[src/inode_bitmap_allocator_macros.svh]
//------------------------------------------------------------------------------
// Inode bitmap allocator assertion macros
// Concurrent assertion wrappers; empty when SYNTH is defined.
//------------------------------------------------------------------------------
`ifndef INODE_BITMAP_ALLOCATOR_MACROS_SVH
`define INODE_BITMAP_ALLOCATOR_MACROS_SVH

`ifndef SYNTH

`define IBMA_ASSERT_IMPL(lbl, clk, rst_n, ante, cons, msg) \
    lbl: assert property (@(posedge clk) disable iff (!rst_n) (ante) |-> (cons)) \
        else $error(msg);

`define IBMA_ASSERT_NEXT(lbl, clk, rst_n, ante, cons, msg) \
    lbl: assert property (@(posedge clk) disable iff (!rst_n) (ante) |=> (cons)) \
        else $error(msg);

`else

`define IBMA_ASSERT_IMPL(lbl, clk, rst_n, ante, cons, msg)

`define IBMA_ASSERT_NEXT(lbl, clk, rst_n, ante, cons, msg)

`endif

`endif

[src/ibma_ram.sv]
//------------------------------------------------------------------------------
// Generic RAM
// One write port, one read port with registered read data.
//------------------------------------------------------------------------------
module ibma_ram #(
    parameter int WIDTH = 8,
    parameter int DEPTH = 512
) (
    input  logic                     clk,
    input  logic                     we,
    input  logic [$clog2(DEPTH)-1:0] waddr,
    input  logic [WIDTH-1:0]         wdata,
    input  logic [$clog2(DEPTH)-1:0] raddr,
    output logic [WIDTH-1:0]         rdata
);

    logic [WIDTH-1:0] mem [DEPTH];

    always_ff @(posedge clk)
    begin
        if (we) begin
            mem[waddr] <= wdata;
        end
        rdata <= mem[raddr];
    end

endmodule

[config.mk]
export PLATFORM = sky130hd
export DESIGN_NAME = ibma_ram
export DESIGN_NICKNAME = d
export VERILOG_FILES = /design/src/inode_bitmap_allocator_macros.svh /design/src/ibma_ram.sv
export SDC_FILE = /design/constraint.sdc
export NUM_CORES = 2
export LEC_CHECK = 0
export ABC_AREA = 1
export BUFFER_PORTS_ARGS = -buffer_cell sky130_fd_sc_hd__buf_2
export CAP_MARGIN = 30
export CORE_UTILIZATION = 40
export CTS_CLUSTER_SIZE = 30
export DETAILED_ROUTE_END_ITERATION = 7
export GPL_ROUTABILITY_DRIVEN = 0
export SYNTH_ARGS = -nofsm -noshare
export SYNTH_HDL_FRONTEND = slang
export SYNTH_SLANG_ARGS = --single-unit
[constraint.sdc]
create_clock -name clk -period 1.87 [get_ports clk]
set_input_delay 0.374 -clock clk [delete_from_list [all_inputs] [get_ports clk]]
set_output_delay 0.374 -clock clk [all_outputs]
set_load 0.03 [all_outputs]
# --- Word level (Yosys, flattened, before mapping) ---
# Memory sizes are Yosys's and may differ from the RTL's. A register that Yosys moved wholly into a read port is not among the register bits.
# Cells that the tools add are included.
totals:
  output_inout_bits: 8
  mem_count: 1
  ramBits: 4096
  latch_bits: 0
  rom_bits: 0
  ff_bits: 0
  wordCells: 3
memory_table:
  columns: ["name", "words", "width", "rd", "rd_clocked_by_memory_dff", "wr", "line", "source"]
  rows:
  - ["mem", 512, 8, 1, 1, 1, "ibma_ram.sv:17", "logic [WIDTH-1:0] mem [DEPTH];"]
op_classes:
  addsub: 0
  shift: 0
  n_reduce_logical: 0
  order_cmp: 0
  mul: 0
  eq_ne: 0
  div_mod_pow: 0
  n_bitwise: 0
  muxes: 2
op_table:
  columns: ["op", "count"]
  rows:
  - ["$mux 1", 2]

# --- Logic depth before layout (Yosys ltp) ---
depth:
  depth_word: 2
  depth_mapped: 15
  depth_no_buf: 11

# --- Least setup slack after synthesis ---
# No wires, ideal clock.
synth_path:
  kind: "input to register"
  from: "input port waddr[4]"
  to: "memory mem[213][0] (enable)"
  slack_ps: -95
  t_arrival_ps: 1595
  path_stages: 7
  path_buffers: 1
  path_cell_list: "inv_1 > nor2_1 > inv_1 > nor2_1 > inv_1 > clkbuf_1 > nor2_1"
synth_rtl:
  columns: ["item", "line", "source"]
  rows:
  - ["start, declared", "ibma_ram.sv:11", "input logic [$clog2(DEPTH)-1:0] waddr,"]
  - ["end, declared", "ibma_ram.sv:17", null]
# No word-level cell before the write port.

# --- Worst setup path in the final report ---
layout_path:
  from: "register rdata[4] (read register of mem)"
  to: "output port rdata[4]"
layout_rtl:
  columns: ["item", "line", "source"]
  rows:
  - ["start, declared", "ibma_ram.sv:14", "output logic [WIDTH-1:0] rdata"]
# No word-level cell between the ends.

==> impl_metrics.sql <==
INSERT INTO impl_metrics (metric_group, metric, value, unit) VALUES
('yosys', 'syn-num-nets', '13919', ''),
('critical_path', 'critical_path.slowest_cell', 'dfxtp_4', ''),
('critical_path', 'timing.critical_path.cells', 'buf_6', ''),
('clocking', 'clockBufferDepth', '4', ''),
('yosys', 'synth.yosys.warnings', '0', ''),
('global_routing', 'gr-total-overflow', '0', ''),
('yosys', 'post_synth_and_or_nand_nor_area_fraction', '0.228', ''),
('critical_path', 'critical-path-top-delay-family', 'flip-flops', ''),
('outcome', 'status', 'complete, but fails checks', ''),
('critical_path', 'critical_path_required', '1500', 'ps'),
('timing', 'timing.max_slew.rel_slack', '0.384', ''),
('yosys', 'adder_cell_fraction_of_synth_area', '0', ''),
('final_layout', 'layout-area-overhead-vs-synth', '19.8', '%'),
('global_routing', 'grt_first_pass_wirelength', '718', 'mm'),
('drt', 'first_iteration_detailed_routing_drc_count', '12812', ''),
('yosys', 'synth_cell_type_count', '16', ''),
('timing', 'clock_period_minus_final_worst_setup_slack', '1980', 'ps'),
('timing', 'rsz0062_at_grt', 'yes', ''),
('yosys', 'netlist_area', '0.167', 'sq mm'),
('timing', 'timing.final.hold_violations', '0', ''),
('floorplanning', 'floorplan.initialDensity', '0.403', ''),
('drt', 'drt_drc_violations_left', '0', ''),
('yosys', 'largest_family_of_logic_cells_by_synthesized_area', 'simple AND/OR/NAND/NOR gates', ''),
('yosys', 'synth_top_area_cell', 'edfxtp_1', ''),
('floorplanning', 'floorplan.core_area', '0.414', 'sq mm'),
('power', 'irDropWorstVdd', '995', 'uV'),
('critical_path', 'critical_path.max_fanout', '1', ''),
('yosys', 'synth-compound-area-share', '0', ''),
('yosys', 'synth-edff-count', '4096', ''),
('drt', 'drtPass1Iterations', '6', ''),
('drt', 'routed-via-count', '112889', ''),
('drt', 'routed_wirelength', '493', 'mm'),
('yosys', 'seq_area_frac_synth', '0.739', ''),
('job', 'count_of_max_cap_constraint_violations', '0', ''),
('timing', 'max_clock_freq', '506', 'MHz'),
('floorplanning', 'die_area', '0.419', 'sq mm'),
('yosys', 'syn_area_per_cell', '12.0', 'sq um'),
('placement', 'port_buffers', '35', ''),
('timing', 'setup_ws', '-107', 'ps'),
('clocking', 'cts_sinks', '4104', ''),
('yosys', 'synth_xor_area_frac', '0', ''),
('critical_path', 'startpoint_type', 'register', ''),
('power', 'p_leak', '71.8', 'nW'),
('critical_path', 'crit_buf_inv', '1', ''),
('drt', 'route.detailed.wl_per_inst', '23.7', 'microns'),
('clocking', 'cts.htree.levels', '5', ''),
('global_routing', 'pin_count_of_the_biggest_net_entering_global_routing', '139', ''),
('drt', 'avgViaCountPerCell', '5.43', ''),
('yosys', 'synth_top_cell_area_share', '0.738', ''),
('timing', 'finalSetupViolCount', '10', ''),
('critical_path', 'cp_data_arrival_time', '1600', 'ps'),
('floorplanning', 'die_w', '648', 'microns'),
('yosys', 'netlist_top_cells_count', 'nand2_1, edfxtp_1, nand3_1', ''),
('yosys', 'synth-main-ff-cell', 'edfxtp_1', ''),
('power', 'design_power_total', '197', 'mW'),
('floorplanning', 'die_height', '648', 'microns'),
('clocking', 'worst_skew_pair.late_latency', '1010', 'ps'),
('clocking', 'cts_inserted_buffers', '426', ''),
('final_layout', 'utilization', '0.482', ''),
('yosys', 'number_of_instances_in_the_synthesized_netlist', '13891', ''),
('timing', 'final-max-slew-violation-count', '0', ''),
('clocking', 'cts_tree', 'done', ''),
('final_layout', 'finalNetCount', '14998', ''),
('clocking', 'clk_transition_reported_paths', '60', 'ps'),
('drt', 'ant_nets', '0', ''),
('placement', 'hpwlAfterDp', '310', 'mm'),
('clocking', 'clockRootBuffer', 'clkbuf_16', ''),
('global_routing', 'first_global_vias', '106849', ''),
('yosys', 'proportion_of_synthesized_flip_flops_having_asynchronous_set_or_reset', '0', ''),
('critical_path', 'setup.worst_path.class', 'register to primary output', ''),
('outcome', 'failing_checks', 'negative setup slack', '');
==> metal layers <==
metal / GRT usage / wire length [microns] / vias up
li1: - / - / 51706
met1: 0.320 / 204000 / 55479
met2: 0.367 / 230000 / 4879
met3: 0.0304 / 38900 / 821
met4: 0.0847 / 19100 / 4
met5: 0 / 25 / -
==> final cells by class <==
cell class	count	area, sq um
flip-flops and latches	4104	123000
multi-input cells	8765	38800
clock buffers	546	11200
fillers	35948	214000
clock inverters	228	2160
well taps	5474	6850
repair buffers	1634	17300
inverters	39	203
diodes	8	20.0
==> cell usage in the layout (no fill, tap or decap), types with 6 or more instances in the layout <==
master and instances:
clkinv_16 6, nand3_4 19, buf_16 16, nand2_4 15
diode_2 8, buf_6 17, inv_16 7, buf_12 344
nand3_2 74, dlygate4sd3_1 10, dfxtp_4 8, buf_8 13
nand2_1 4145, edfxtp_1 4096, nor2_2 20, inv_6 12
clkbuf_1 116, clkinvlp_4 15, buf_4 1210, nand3_1 3987
buf_2 13, clkinv_1 80, nor2_1 494, clkbuf_16 438
clkinv_2 76, inv_1 32, nor3_1 11, bufinv_16 31
==> where the power goes <==
part           leakage [nW]  total [mW]  internal [mW]  switching (mW)
clock                  6.49        82.1           46.6            35.5
combinational          28.4        13.9           4.34            9.57
sequential             36.9         101            101           0.130
total                  71.8         197            152            45.2
==> per-stage QoR <==
stage | TNS (ps) | setup WS, ps | hold WS, ps | instance area (sq um) | cells
6_report | -680 | -107 | 343 | 200000 | 20798
2_1_floorplan | -73910 | -95.0 | 473 | 167000 | 13891
3_3_place_gp | -667120 | -1410 | 757 | 185000 | 19980
3_5_place_dp | -733920 | -1390 | 749 | 185000 | 19980
5_1_grt | -785 | -114 | 325 | 200000 | 20796
4_1_cts | -1180 | -163 | 251 | 199000 | 20777
==> sequential cells by signal, indices dropped and copies added, names as in the netlist <==
name and cells:
rdata 8, mem 4096
==> tightest hold or removal path: cells and delay by family <==
kind	cells	cell delay, ps
AND/OR/NAND/NOR	3	190
buffers and inverters	5	570
==> cells by family (layout without fill, tap and decap cells) <==
kind of cell           Yosys count  in the layout
AND/OR/NAND/NOR               8765           8765
flip-flops                    4104           4104
buffers and inverters         1022           2447
other                            0              8
==> worst paths after layout <==
| path | start | endpoint | slack [ps] | depth (start not counted) |
|---|---|---|---|---|
| worst max register to register | mem[239][0]$_DFFE_PP_ | rdata[0]$_DFF_P_ | 10 | 11 |
| worst min-delay path | waddr[5] | mem[362][0]$_DFFE_PP_ | 340 | 8 |
| worst max-delay path | rdata[4]$_DFF_P_ | rdata[4] | -110 | 1 |
| worst min register to register | mem[406][7]$_DFFE_PP_ | rdata[7]$_DFF_P_ | 1030 | 10 |
==> repair_timing <==
action | CTS | global route
endpoints found under the hold margin | 406 | 0
hold buffers | 10 | 0
gates resized for setup | 87 | 88
pin swaps | 1 | 4
cloned | 4 | 8
buffers inserted | 9 | 5
endpoints found under the setup margin | 16 | 16
(Power assumes the default switching activity.)
